## src/sv/assert_macros.svh

```systemverilog
// ----------------------------------------------------------------------------
// assert_macros
// Assertion helpers shared by the RTL; every check is clocked on i_clk and
// held off while i_rst_n is low.
// ----------------------------------------------------------------------------
`ifndef ASSERT_MACROS_SVH
`define ASSERT_MACROS_SVH

// Expression must hold at every clock edge out of reset.
`define ASSERT_ALWAYS(label, expr, msg) \
    label: assert property (@(posedge i_clk) disable iff (!i_rst_n) (expr)) \
        else $error(msg);

// Consequent must hold in any cycle in which the antecedent holds.
`define ASSERT_IMPLIES(label, ante, cons, msg) \
    label: assert property (@(posedge i_clk) disable iff (!i_rst_n) (ante) |-> (cons)) \
        else $error(msg);

`endif

```

## src/sv/tlf_pkg.sv

```systemverilog
`timescale 1ns / 1ps
`default_nettype none
// ----------------------------------------------------------------------------
// tlf_pkg
// Types, constants and helpers shared by the text line folder modules.
// ----------------------------------------------------------------------------
package tlf_pkg;

    localparam int unsigned CHAR_W        = 8;
    localparam int unsigned FOLD_W        = 7;
    localparam int unsigned MAX_WIDTH_DEF = 64;
    localparam int unsigned MIN_FOLD      = 2;

    localparam logic [FOLD_W-1:0] FOLD_WIDTH_RST = 7'd64;

    localparam logic [CHAR_W-1:0] BLANK_CODE = 8'h20;
    localparam logic [CHAR_W-1:0] NL_CODE    = 8'h0A;

    // Register map: word index taken from paddr above the byte offset
    localparam int unsigned APB_AW = 3;
    localparam logic [APB_AW-3:0] REG_FOLD_WIDTH = 1'b0;

    // Input command queue
    localparam int unsigned INQ_DEPTH = 2;
    localparam int unsigned INQ_AW    = $clog2(INQ_DEPTH);
    localparam int unsigned INQ_CW    = $clog2(INQ_DEPTH + 1);
    localparam logic [INQ_CW-1:0] INQ_FULL = INQ_CW'(INQ_DEPTH);

    // Result queue
    localparam int unsigned OUTQ_DEPTH = 4;
    localparam int unsigned OUTQ_AW    = $clog2(OUTQ_DEPTH);
    localparam int unsigned OUTQ_LW    = $clog2(OUTQ_DEPTH + 1);
    localparam logic [OUTQ_LW-1:0] OUTQ_FULL = OUTQ_LW'(OUTQ_DEPTH);

    typedef enum logic {
        CMD_CHAR  = 1'b0,
        CMD_FLUSH = 1'b1
    } t_cmd;

    // Classified input transaction
    typedef struct packed {
        logic              flush;
        logic [CHAR_W-1:0] ch;
    } t_item;

    // One emitted character
    typedef struct packed {
        logic [CHAR_W-1:0] ch;
        logic              last;
    } t_res;

    // Clamp the programmed width to the supported range
    function automatic logic [FOLD_W-1:0] fold_width_clamp(
        input logic [FOLD_W-1:0] width,
        input logic [FOLD_W-1:0] max_width
    );
        logic [FOLD_W-1:0] res;
        res = width;
        if (width < FOLD_W'(MIN_FOLD)) begin
            res = FOLD_W'(MIN_FOLD);
        end else if (width > max_width) begin
            res = max_width;
        end
        return res;
    endfunction

endpackage
`default_nettype wire

```

## src/sv/tlf_ram.sv

```systemverilog
`timescale 1ns / 1ps
`default_nettype none
// ----------------------------------------------------------------------------
// tlf_ram
// Generic single-write, single-read RAM with registered read data.
// ----------------------------------------------------------------------------
module tlf_ram #(
    parameter int unsigned WIDTH = 8,
    parameter int unsigned DEPTH = 64
) (
    input  wire logic                     i_clk,
    input  wire logic                     i_we,
    input  wire logic [$clog2(DEPTH)-1:0] i_waddr,
    input  wire logic [WIDTH-1:0]         i_wdata,
    input  wire logic                     i_re,
    input  wire logic [$clog2(DEPTH)-1:0] i_raddr,
    output logic      [WIDTH-1:0]         o_rdata
);

    logic [WIDTH-1:0] r_mem [DEPTH];
    logic [WIDTH-1:0] r_rdata;

    always_ff @(posedge i_clk) begin
        if (i_we) begin
            r_mem[i_waddr] <= i_wdata;
        end
        if (i_re) begin
            r_rdata <= r_mem[i_raddr];
        end
    end

    assign o_rdata = r_rdata;

endmodule
`default_nettype wire

```

## src/sv/tlf_front.sv

```systemverilog
`timescale 1ns / 1ps
`default_nettype none
// ----------------------------------------------------------------------------
// tlf_front
// Accepts input transactions, classifies them and queues them for the back end.
// ----------------------------------------------------------------------------
module tlf_front
    import tlf_pkg::*;
(
    input  wire logic              i_clk,
    input  wire logic              i_rst_n,
    input  wire logic              i_tvalid,
    output logic                   o_tready,
    input  wire logic [CHAR_W-1:0] i_tdata,   // [7:0] char_in
    input  wire logic              i_tuser,   // [0] cmd
    output logic                   o_item_valid,
    output t_item                  o_item,
    input  wire logic              i_item_pop
);

    t_item               r_q [INQ_DEPTH];
    logic [INQ_AW-1:0]   r_wp, n_wp;
    logic [INQ_AW-1:0]   r_rp, n_rp;
    logic [INQ_CW-1:0]   r_cnt, n_cnt;
    logic                w_push;
    t_item               w_item;

    always_comb begin
        o_tready     = (r_cnt != INQ_FULL);
        w_push       = i_tvalid && o_tready;
        // newline and end of stream both flush the line
        w_item.flush = (t_cmd'(i_tuser) == CMD_FLUSH) || (i_tdata == NL_CODE);
        w_item.ch    = i_tdata;

        n_wp  = w_push ? r_wp + INQ_AW'(1) : r_wp;
        n_rp  = i_item_pop ? r_rp + INQ_AW'(1) : r_rp;
        n_cnt = r_cnt + INQ_CW'(w_push) - INQ_CW'(i_item_pop);

        o_item_valid = (r_cnt != '0);
        o_item       = r_q[r_rp];
    end

    always_ff @(posedge i_clk) begin
        if (!i_rst_n) begin
            r_wp  <= '0;
            r_rp  <= '0;
            r_cnt <= '0;
        end else begin
            r_wp  <= n_wp;
            r_rp  <= n_rp;
            r_cnt <= n_cnt;
        end
    end

    always_ff @(posedge i_clk) begin
        if (w_push) begin
            r_q[r_wp] <= w_item;
        end
    end

endmodule
`default_nettype wire

```

## src/sv/tlf_outq.sv

```systemverilog
`timescale 1ns / 1ps
`default_nettype none
// ----------------------------------------------------------------------------
// tlf_outq
// Result queue between the back end and the output stream.
// ----------------------------------------------------------------------------
module tlf_outq
    import tlf_pkg::*;
(
    input  wire logic               i_clk,
    input  wire logic               i_rst_n,
    input  wire logic               i_push,
    input  wire t_res               i_res,
    output logic [OUTQ_LW-1:0]      o_level,
    output logic                    o_tvalid,
    input  wire logic               i_tready,
    output logic [CHAR_W-1:0]       o_tdata,   // [7:0] char_out
    output logic                    o_tlast    // line_end
);

    t_res                r_q [OUTQ_DEPTH];
    logic [OUTQ_AW-1:0]  r_wp, n_wp;
    logic [OUTQ_AW-1:0]  r_rp, n_rp;
    logic [OUTQ_LW-1:0]  r_level, n_level;
    logic                w_pop;
    t_res                w_head;

    always_comb begin
        o_tvalid = (r_level != '0);
        w_pop    = o_tvalid && i_tready;
        w_head   = r_q[r_rp];
        o_tdata  = w_head.ch;
        o_tlast  = w_head.last;
        n_wp     = i_push ? r_wp + OUTQ_AW'(1) : r_wp;
        n_rp     = w_pop ? r_rp + OUTQ_AW'(1) : r_rp;
        n_level  = r_level + OUTQ_LW'(i_push) - OUTQ_LW'(w_pop);
        o_level  = r_level;
    end

    always_ff @(posedge i_clk) begin
        if (!i_rst_n) begin
            r_wp    <= '0;
            r_rp    <= '0;
            r_level <= '0;
        end else begin
            r_wp    <= n_wp;
            r_rp    <= n_rp;
            r_level <= n_level;
        end
    end

    always_ff @(posedge i_clk) begin
        if (i_push) begin
            r_q[r_wp] <= i_res;
        end
    end

endmodule
`default_nettype wire

```

## src/sv/tlf_back.sv

```systemverilog
`timescale 1ns / 1ps
`default_nettype none
// ----------------------------------------------------------------------------
// tlf_back
// Line buffer, fold-point search and segment emission.
// ----------------------------------------------------------------------------
module tlf_back
    import tlf_pkg::*;
#(
    parameter int unsigned MAX_WIDTH = MAX_WIDTH_DEF
) (
    input  wire logic               i_clk,
    input  wire logic               i_rst_n,
    input  wire logic [FOLD_W-1:0]  i_fold_width,
    input  wire logic               i_item_valid,
    input  wire t_item              i_item,
    output logic                    o_item_pop,
    input  wire logic [OUTQ_LW-1:0] i_outq_level,
    output logic                    o_res_push,
    output t_res                    o_res
);

    localparam int unsigned AW = $clog2(MAX_WIDTH);
    localparam int unsigned CW = $clog2(MAX_WIDTH + 1);

    typedef enum logic [2:0] {
        S_IDLE   = 3'b001,
        S_SEARCH = 3'b010,
        S_EMIT   = 3'b100
    } t_bstate;

    t_bstate               r_state, n_state;
    logic [CW-1:0]         r_count, n_count;
    logic [AW-1:0]         r_start, n_start;
    logic [CW-1:0]         r_pos, n_pos;
    logic [CW-1:0]         r_n, n_n;
    t_item                 r_item, n_item;
    logic                  r_rd_pend, n_rd_pend;
    logic                  r_rd_last, n_rd_last;
    logic                  r_chk, n_chk;

    logic [CW-1:0]         w_width;
    logic                  w_room;
    logic                  w_emit_last;
    logic [AW-1:0]         w_store_addr;
    logic [AW-1:0]         w_rd_addr;
    logic [AW-1:0]         w_next_start;
    logic                  w_we;
    logic [CHAR_W-1:0]     w_wdata;
    logic                  w_re;
    logic [CHAR_W-1:0]     w_rdata;

    // Buffer slot of a line position: wrap once around the circular store
    function automatic logic [AW-1:0] slot_of(
        input logic [AW-1:0] base,
        input logic [CW-1:0] pos
    );
        logic [CW:0] sum;
        sum = (CW+1)'(base) + (CW+1)'(pos);
        if (sum >= (CW+1)'(MAX_WIDTH)) begin
            sum = sum - (CW+1)'(MAX_WIDTH);
        end
        return sum[AW-1:0];
    endfunction

    always_comb begin
        w_width      = CW'(fold_width_clamp(i_fold_width, FOLD_W'(MAX_WIDTH)));
        w_room       = ((OUTQ_LW+1)'(i_outq_level) + (OUTQ_LW+1)'(r_rd_pend))
                       < (OUTQ_LW+1)'(OUTQ_DEPTH);
        w_emit_last  = ((CW+1)'(r_pos) + (CW+1)'(1)) == (CW+1)'(r_n);
        w_store_addr = slot_of(r_start, r_count);
        w_rd_addr    = slot_of(r_start, r_pos);
        w_next_start = slot_of(r_start, r_n);

        n_state   = r_state;
        n_count   = r_count;
        n_start   = r_start;
        n_pos     = r_pos;
        n_n       = r_n;
        n_item    = r_item;
        n_rd_pend = 1'b0;
        n_rd_last = r_rd_last;
        n_chk     = 1'b0;
        o_item_pop = 1'b0;
        w_we      = 1'b0;
        w_wdata   = i_item.ch;
        w_re      = 1'b0;

        unique case (r_state)
            S_IDLE: begin
                if (i_item_valid) begin
                    o_item_pop = 1'b1;
                    if (i_item.flush) begin
                        // an empty line gives nothing
                        if (r_count != '0) begin
                            n_item  = i_item;
                            n_n     = r_count;
                            n_pos   = '0;
                            n_state = S_EMIT;
                        end
                    end else if (r_count >= w_width) begin
                        n_item  = i_item;
                        n_pos   = w_width - CW'(1);
                        n_state = S_SEARCH;
                    end else begin
                        w_we    = 1'b1;
                        n_count = r_count + CW'(1);
                    end
                end
            end
            S_SEARCH: begin
                // walk down from width-1, one read per cycle; the data checked
                // belongs to position r_pos+1, and position zero never counts
                if (r_chk && (w_rdata == BLANK_CODE)) begin
                    n_n     = r_pos + CW'(2);
                    n_pos   = '0;
                    n_state = S_EMIT;
                end else if (r_chk && (r_pos == '0)) begin
                    n_n     = w_width;
                    n_pos   = '0;
                    n_state = S_EMIT;
                end else begin
                    w_re  = 1'b1;
                    n_chk = 1'b1;
                    n_pos = r_pos - CW'(1);
                end
            end
            S_EMIT: begin
                if (w_room) begin
                    w_re      = 1'b1;
                    n_rd_pend = 1'b1;
                    n_rd_last = w_emit_last;
                    if (w_emit_last) begin
                        n_state = S_IDLE;
                        if (r_item.flush) begin
                            n_count = '0;
                            n_start = '0;
                        end else begin
                            // keep the remainder and append the held character
                            n_start  = w_next_start;
                            n_count  = r_count - r_n + CW'(1);
                            w_we     = 1'b1;
                            w_wdata  = r_item.ch;
                        end
                    end else begin
                        n_pos = r_pos + CW'(1);
                    end
                end
            end
            default: begin
                n_state = S_IDLE;
            end
        endcase
    end

    always_ff @(posedge i_clk) begin
        if (!i_rst_n) begin
            r_state   <= S_IDLE;
            r_count   <= '0;
            r_start   <= '0;
            r_rd_pend <= 1'b0;
            r_chk     <= 1'b0;
        end else begin
            r_state   <= n_state;
            r_count   <= n_count;
            r_start   <= n_start;
            r_rd_pend <= n_rd_pend;
            r_chk     <= n_chk;
        end
    end

    always_ff @(posedge i_clk) begin
        r_pos     <= n_pos;
        r_n       <= n_n;
        r_item    <= n_item;
        r_rd_last <= n_rd_last;
    end

    tlf_ram #(
        .WIDTH (CHAR_W),
        .DEPTH (MAX_WIDTH)
    ) u_line_store (
        .i_clk   (i_clk),
        .i_we    (w_we),
        .i_waddr (w_store_addr),
        .i_wdata (w_wdata),
        .i_re    (w_re),
        .i_raddr (w_rd_addr),
        .o_rdata (w_rdata)
    );

    assign o_res_push = r_rd_pend;
    assign o_res      = '{ch: w_rdata, last: r_rd_last};

endmodule
`default_nettype wire

```

## src/sv/text_line_folder_unit.sv

```systemverilog
`timescale 1ns / 1ps
`default_nettype none
// ----------------------------------------------------------------------------
// text_line_folder_unit
// Folds a byte stream into lines of at most fold_width (clamped) characters.
// ----------------------------------------------------------------------------
//  channel   dir  handshake              payload
//  s_axis    in   tvalid/tready          tdata[7:0] char_in, tuser cmd
//  m_axis    out  tvalid/tready          tdata[7:0] char_out, tlast line_end
//  apb       in   psel/penable/pready    fold_width at byte address 0
//
//  The back end takes one transaction from the front queue per cycle when
//  idle; a character that fits the line is stored in that cycle. The front
//  queue takes one transaction per cycle while it has room.
//  A fold then adds a search, one position per cycle behind the registered
//  line store read, and the emission of the segment; a flush emits the
//  buffered characters. Emission waits while the result queue is short of room.
//  Synchronous active-low reset empties both queues and the line; no
//  clearing pass is needed. Output stalls back up through the result queue
//  into the back end and then the front queue.
// ----------------------------------------------------------------------------
`include "assert_macros.svh"

module text_line_folder_unit
    import tlf_pkg::*;
#(
    parameter int unsigned MAX_WIDTH = MAX_WIDTH_DEF
) (
    input  wire logic              i_clk,
    input  wire logic              i_rst_n,
    // input stream
    input  wire logic              s_axis_tvalid,
    output logic                   s_axis_tready,
    input  wire logic [CHAR_W-1:0] s_axis_tdata,   // [7:0] char_in
    input  wire logic              s_axis_tuser,   // [0] cmd
    // output stream
    output logic                   m_axis_tvalid,
    input  wire logic              m_axis_tready,
    output logic [CHAR_W-1:0]      m_axis_tdata,   // [7:0] char_out
    output logic                   m_axis_tlast,   // line_end
    // configuration
    input  wire logic              psel,
    input  wire logic              penable,
    input  wire logic              pwrite,
    input  wire logic [APB_AW-1:0] paddr,
    input  wire logic [31:0]       pwdata,
    output logic [31:0]            prdata,
    output logic                   pready
);

    logic [FOLD_W-1:0]  r_fold_width;
    logic               w_cfg_sel;
    logic               w_item_valid;
    t_item              w_item;
    logic               w_item_pop;
    logic [OUTQ_LW-1:0] w_outq_level;
    logic               w_res_push;
    t_res               w_res;

    assign pready    = 1'b1;
    assign w_cfg_sel = (paddr[APB_AW-1:2] == REG_FOLD_WIDTH);
    assign prdata    = w_cfg_sel ? 32'(r_fold_width) : '0;

    always_ff @(posedge i_clk) begin
        if (!i_rst_n) begin
            r_fold_width <= FOLD_WIDTH_RST;
        end else if (psel && penable && pwrite && pready && w_cfg_sel) begin
            r_fold_width <= pwdata[FOLD_W-1:0];
        end
    end

    tlf_front u_front (
        .i_clk        (i_clk),
        .i_rst_n      (i_rst_n),
        .i_tvalid     (s_axis_tvalid),
        .o_tready     (s_axis_tready),
        .i_tdata      (s_axis_tdata),
        .i_tuser      (s_axis_tuser),
        .o_item_valid (w_item_valid),
        .o_item       (w_item),
        .i_item_pop   (w_item_pop)
    );

    tlf_back #(
        .MAX_WIDTH (MAX_WIDTH)
    ) u_back (
        .i_clk        (i_clk),
        .i_rst_n      (i_rst_n),
        .i_fold_width (r_fold_width),
        .i_item_valid (w_item_valid),
        .i_item       (w_item),
        .o_item_pop   (w_item_pop),
        .i_outq_level (w_outq_level),
        .o_res_push   (w_res_push),
        .o_res        (w_res)
    );

    tlf_outq u_outq (
        .i_clk    (i_clk),
        .i_rst_n  (i_rst_n),
        .i_push   (w_res_push),
        .i_res    (w_res),
        .o_level  (w_outq_level),
        .o_tvalid (m_axis_tvalid),
        .i_tready (m_axis_tready),
        .o_tdata  (m_axis_tdata),
        .o_tlast  (m_axis_tlast)
    );

    `ASSERT_IMPLIES(a_pop_has_item, w_item_pop, w_item_valid, "pop from empty command queue")
    `ASSERT_IMPLIES(a_push_has_room, w_res_push, w_outq_level != OUTQ_FULL, "result queue overrun")
    `ASSERT_ALWAYS(a_level_bound, w_outq_level <= OUTQ_FULL, "result queue level out of range")

endmodule
`default_nettype wire
```

## config.mk

```make
export PLATFORM = sky130hd
export DESIGN_NAME = text_line_folder_unit
export DESIGN_NICKNAME = d
export VERILOG_FILES = /design/src/sv/tlf_pkg.sv /design/src/sv/tlf_ram.sv /design/src/sv/tlf_front.sv /design/src/sv/tlf_outq.sv /design/src/sv/tlf_back.sv /design/src/sv/text_line_folder_unit.sv
export VERILOG_INCLUDE_DIRS = /design/src /design/src/sv
export SDC_FILE = /design/constraint.sdc
export NUM_CORES = 1
export LEC_CHECK = 0
export BUFFER_PORTS_ARGS = -buffer_cell sky130_fd_sc_hd__buf_2
export CAP_MARGIN = 15
export CORE_AREA = 4 4 222 224
export CTS_BUF_LIST = sky130_fd_sc_hd__clkbuf_4
export CTS_CLUSTER_SIZE = 24
export DETAILED_ROUTE_END_ITERATION = 8
export DIE_AREA = 0 0 226 228
export PLACE_DENSITY = 0.78
export SLEW_MARGIN = 30
export SYNTH_ARGS = -nofsm -noshare
export SYNTH_HDL_FRONTEND = slang
export SYNTH_SLANG_ARGS = --single-unit
export TNS_END_PERCENT = 20
```

## constraint.sdc

```tcl
create_clock -name i_clk -period 3.3 [get_ports i_clk]
set_input_delay 0.33 -clock i_clk [delete_from_list [all_inputs] [get_ports i_clk]]
set_output_delay 0.33 -clock i_clk [all_outputs]
set_load 0.1 [all_outputs]
```

# After elaboration in Yosys (flattened, before gate mapping)
# Memories as Yosys holds them, arrays and structs flattened. A register that Yosys moved wholly into a read port is not among the register bits.
# Cells that the tools add are included.
[word_totals]
regBits = 60
latch_bits = 0
mem_bits_rw = 566
rom_bits = 0
in_bits = 51
output_inout_bits = 44
word_cells = 163
n_memories = 3
[op_classes]
add_sub_neg = 23
multipliers = 0
div_mod_pow = 0
magnitude_cmp = 7
eq_ne = 19
shift = 0
muxes = 68
n_bitwise = 1
n_reduce_logical = 25
[memory_table]
columns = ["memory", "words", "word_bits", "read_ports", "rd_clocked_by_memory_dff", "write_ports", "line", "text"]
rows = [
  ["u_back.u_line_store.r_mem", 64, 8, 1, 1, 1, "tlf_ram.sv:20", "logic [WIDTH-1:0] r_mem [DEPTH];"],
  ["u_outq.r_q", 4, 9, 1, 1, 1, "tlf_outq.sv:21", "t_res r_q [OUTQ_DEPTH];"],
  ["u_front.r_q", 2, 9, 1, 1, 1, "tlf_front.sv:21", "t_item r_q [INQ_DEPTH];"],
]
[op_table]
columns = ["operator", "count"]
rows = [
  ["$mux 7", 22],
  ["$mux 8", 4],
  ["$pmux 7 s2", 2],
  ["$mux 9", 3],
  ["$add 6x7->8", 3],
  ["$ge 8x7->1 const B", 3],
  ["$mux 3", 8],
  ["$mux 6", 4],
  ["$add 7x1->7 const B", 3],
  ["$pmux 7 s3", 1],
  ["$mux 1", 19],
  ["$reduce_and 6->1", 3],
  ["$sub 6x1->6 const B", 3],
  ["$sub 7x1->7 const B", 2],
  ["$ne 2x1->1 const B", 5],
  ["$ne 2x2->1 const B", 5],
  ["$pmux 3 s3", 1],
  ["$add 7x1->8 const B", 1],
  ["$eq 8x4->1 const B", 1],
  ["$eq 8x6->1 const B", 1],
  ["$eq 8x7->1", 1],
  ["$reduce_bool 2->1", 4],
  ["$add 7x2->7 const B", 1],
  ["$ge 7x7->1", 1],
  ["28 further kinds", 42],
]

# Depth between registers and ports, before layout
[depth]
word_depth = 10
mapped_depth = 11
mapped_depth_nobuf = 11

# Modules after synthesis
# A second synthesis with hierarchy kept.
[hier_totals]
hier_cells = 1558
hier_area_um2 = 27132.3
[by_module_without_submodules]
columns = ["mod", "n_inst", "cells_each", "area_per_inst_um2", "seq_area_each_um2"]
rows = [
  ["tlf_ram", 1, 940, 20246.9, 15615.0],
  ["tlf_back", 1, 402, 3621.0, 1081.0],
  ["tlf_outq", 1, 91, 1770.4, 1261.2],
  ["tlf_front", 1, 59, 937.1, 640.6],
  ["text_line_folder_unit", 1, 66, 556.8, 140.1],
]

# Least setup slack after synthesis
# Ideal clock, no wire load.
[synth_path]
path_kind = "register to register"
from = "register u_back.r_pos[0]"
to = "memory u_back.u_line_store.r_mem[14][0], enable pin"
setup_ns = 0.383
arrival_time_ns = 3.129
t_required_ns = 2.917
path_slack_ns = -0.212
stages_incl_launch_ff = 9
n_path_buf = 1
synth_period_minus_slack_ns = 3.512
cell_sequence = "edfxtp_1 > ha_1 > nand3_2 > xnor2_1 > mux2_2 > a2111oi_4 > a21oi_4 > buf_6 > nor3_1"
[synth_via]
elab_chain_len = 7
[synth_lines]
columns = ["item", "line", "text"]
rows = [
  ["start, declared", "tlf_back.sv:35", "logic [CW-1:0] r_pos, n_pos;"],
  ["start signal, assigned", "tlf_back.sv:173", "r_pos <= n_pos;"],
  ["$add 7x1->8", "tlf_back.sv:70", "w_emit_last = ((CW+1)'(r_pos) + (CW+1)'(1)) == (CW+1)'(r_n);"],
  ["$eq 8x7->1", "tlf_back.sv:70", ""],
  ["$mux 1", "tlf_back.sv:133", "if (w_emit_last) begin"],
  ["$mux 1", "tlf_back.sv:129", "if (w_room) begin"],
  ["$pmux 1 s2", "tlf_back.sv:89", "unique case (r_state)"],
  ["$mux 1", "tlf_ram.sv:24", "if (i_we) begin"],
  ["$mux 1 (implied by the code)", "tlf_ram.sv:25", "r_mem[i_waddr] <= i_wdata;"],
  ["end, declared", "tlf_ram.sv:20", ""],
]
# Every way passes these cells.

# Worst setup path after layout
[layout_path]
from = "register u_back.r_pos[0]"
to = "register u_back.u_line_store.r_rdata[3] (netlist: u_back.u_line_store.o_rdata[3]) (read register of u_back.u_line_store.r_mem), data pin"
[layout_via]
elab_chain_len = 5
word_cells_on_any_way = 9
cone_classes = "2 x add/sub; 1 x order compare; 4 x mux; 2 x reduce/logical"
[layout_lines]
columns = ["item", "line", "text"]
rows = [
  ["branches (longest 5 deep; another with $add 6x7->8)", "n/a", ""],
  ["end, declared", "tlf_ram.sv:21", "logic [WIDTH-1:0] r_rdata;"],
]
# Parallel ways; which one is timed is not known.
# A chain may end at the register's enable or synchronous reset.

==> results.md <==
* CP Cell Sequence: ha_4 -> fa_4 -> buf_12 -> buf_4 -> mux4_2 -> mux4_2 -> mux2i_1 -> mux2i_2
* Mapped Area at 27200 um2
* Max Root-Sink Buffers at 3
* Initial Util at 0.575
* Endpoints failing hold at 0
* Number of flops mapped to enable cells by yosys at 598
* Top delay family on crit path: multiplexers
* Post-route ant nets at 0
* Die height at 228 um
* DRT iter0 DRCs at 1788
* Buffers on Ports at 41
* Synthesized area per cell at 18.4 um2
* Total CTS buffers at 160
* Fmax at 297 MHz
* Dpl ws at -0.275 ns
* Seq/Total Area, Yosys at 0.689
* Post-Syn Instances at 1475
* Gr ovfl total at 0
* Yosys reg bits at 637
* DPL Wire Length at 38.5 mm
* GP Congestion at 0.908
* Hold Crit Class: in -> reg
* H-tree Lvls at 4
* Die Wd at 226 um
* Area growth, synth to finish at 20.6%
* Min cycle time layout at 3.36 ns
* Crit path buffers/inverters at 2
* Worst Setup Path Type: reg -> reg
* CP peak stage delay at 0.85 ns
* Ys flop type: edfxtp_1
* Synth warn at 0
* I/O Pins at 95
* Row cnt at 80
* Largest net degree at the start of global routing at 65
* Worst-Skew Late Latency at 0.99 ns
* Power Total at 24.2 mW
* Worst path required time at 4.01 ns
* Final Cycle Share at 1.02
* RSZ-0062 raised after global routing: yes
* First-pass GRT wire length at 95.5 mm
* Layout cells sized above 1 at 0.395
* Residual DRC count at 0
* Max-Cap Viols at 0
* Measured slew at the worst slew-check pin at 0.824 ns
* Worst-path clk slew at 0.06 ns
* Tot GR Track Use at 0.246
* Setup skew after layout at 0.0860 ns
* Critical path's slowest cell: fa_4
* Initial antenna violation count at 2
* Worst EP arrival at 4.07 ns
* CTS tree: yes
* Post-synth cell types at 83
* Clock Tree Root: clkbuf_4
* WL/cell at 24.8 um
* Routed WL at 63.8 mm
* CP dominant cell by count: mux4_2
* Die footprint at 51500 um2
* Drt via density at 6.14
* Clk sinks at 637
* Peak fanout along the critical path at 17
* DRT Pass-1 Iters at 7
* Async S/R FF share, synth at 0
* Final setup viols at 13
* P per Cell Area at 736 nW/um2
* Leakage at 11.6 nW
* Core Area at 47300 um2
* Fill count at 2862
* Nets at 1945
* CP Capture Type: flip-flop
* Outcome: finished with violations
* Violated checks: setup timing
* CP Launch Type: flip-flop
* Post-route setup slack at -0.0627 ns
* Worst vdd ir at 0.390 mV
* Slew headroom at 0.451
* Fin. max-slew vios at 0
* Vias in the first global route at 16300
* Routed via count at 15800
[synthesized netlist by cell type (4+ instances only)]
master	n	area, um2
a211oi_1	6	45.0
a21o_1	13	97.6
a21oi_1	26	130
a32o_1	4	40.0
and2_1	14	87.6
and3_1	5	31.3
buf_1	10	37.5
buf_2	11	55.1
buf_4	28	210
buf_6	6	67.6
clkbuf_1	38	143
dfxtp_1	39	781
edfxtp_1	598	18000
fa_1	5	100
ha_1	50	626
inv_1	34	128
mux2_2	18	203
mux2i_1	39	390
mux4_2	169	3810
nand2_1	50	188
nand2b_1	10	62.6
nand3_1	11	55.1
nand4_1	5	31.3
nor2_1	51	191
nor2b_1	9	56.3
nor3_1	61	305
nor3_2	11	110
nor4_1	7	43.8
o211a_1	7	70.1
o211ai_1	5	37.5
o21ai_0	20	100
o221ai_1	5	43.8
or3_1	4	25.0
xnor2_1	27	236
xor2_1	16	140
[power by group]
group / internal, mW / switching [mW] / total, mW
clock network: 3.64 / 3.13 / 6.77
registers: 9.68 / 0.236 / 9.91
logic: 3.17 / 4.30 / 7.47
total: 16.5 / 7.67 / 24.2
[metrics by stage]
| step | util | cells | hold WS, ns | cell area (um2) | TNS, ns |
|---|---|---|---|---|---|
| 2_1_floorplan | - | 1499 | 0.429 | 27300 | -79.42 |
| 4_1_cts | 0.677 | 2558 | 0.00264 | 32100 | -0.525 |
| 3_3_place_gp | 0.619 | 2229 | 0.484 | 29300 | -100.86 |
| 5_1_grt | 0.693 | 2577 | 0.0735 | 32800 | -21.66 |
| 3_5_place_dp | 0.620 | 2230 | 0.504 | 29400 | -59.65 |
| 6_report | 0.693 | 2577 | 0.131 | 32800 | -0.363 |
[area by class of cell]
type | count | area (um2) | area share
sequential | 637 | 18700 | 0.571
multi-input combinational | 736 | 8450 | 0.258
timing repair buffer | 269 | 2620 | 0.0798
clock buffer | 227 | 1700 | 0.0519
tap | 615 | 769 | 0.0235
clock inverter | 55 | 384 | 0.0117
inverter | 35 | 134 | 0.00408
antenna | 3 | 7.51 | 0.000229
[registers in the layout, indices dropped and copies added (netlist names), 2 cells and up, named ones only]
name / flops
u_back.r_item: 9
u_outq.o_level: 3
u_front.r_q: 18
u_front.r_cnt: 2
u_back.r_state: 3
u_back.u_line_store.r_mem: 512
u_outq.r_q: 36
u_back.r_pos: 7
u_outq.r_rp: 2
r_fold_width: 7
u_back.r_start: 6
u_outq.r_wp: 2
u_back.u_line_store.o_rdata: 8
u_back.r_count: 7
u_back.r_n: 7
[cells in the final DEF, fill, tap and decap left out, drive strengths merged, types with 12 or more instances in the layout]
cell type / count
a21o: 13
a21oi: 31
and2: 14
buf: 228
clkbuf: 232
clkinv: 45
conb: 26
dfxtp: 39
dlygate4sd3: 36
edfxtp: 598
ha: 50
inv: 38
mux2: 18
mux2i: 39
mux4: 169
nand2: 51
nand3: 12
nor2: 52
nor3: 73
o21ai: 23
xnor2: 28
xor2: 16
[repair_timing]
action	in CTS	in global routing
buffers inserted	7	10
endpoints found under the hold margin	63	0
hold buffers	36	0
resized for setup	26	110
pin swaps	2	18
cloned	3	6
endpoints found under the setup margin	840	930
[path summary, 6_finish.rpt]
check        slack, ns                        endpoint             from  cells past startpoint
max              -0.06  u_back.u_line_store.o_rdata[3]  u_back.r_pos[0]                      8
min               0.13               u_front.r_q[1][5]  s_axis_tdata[5]                      2
max reg2reg      -0.06  u_back.u_line_store.o_rdata[3]  u_back.r_pos[0]                      8
min reg2reg       0.52                    u_front.r_rp     u_front.r_rp                      2
[layer usage]
layer / GRT usage / wire length (um)
met1: 0.329 / 24600
met2: 0.386 / 31700
met3: 0.0742 / 5660
met4: 0.0917 / 1870
met5: 0 / 0
[worst reg2reg max path: cells and delay by family (launching register included)]
| kind | cells | cell delay, ns |
|---|---|---|
| adders and majority gates | 2 | 1.05 |
| buffers and inverters | 2 | 0.42 |
| muxes | 4 | 1.21 |
| DFF | 1 | 0.43 |
[kinds of logic (layout without fill, tap and decap cells)]
group	count (synthesis)	in the layout	share of synthesized area
AOI/OAI and AO/OA	124	127	0.0343
xor gates and xnor gates	44	44	0.0144
adders and majority gates	55	55	0.0267
buffers and inverters	129	586	0.0239
DFF	637	637	0.689
muxes	226	226	0.162
other	2	29	0.000276
and+or+nand+nor	258	258	0.0502
Note: power is estimated with default switching activity, not from simulation.
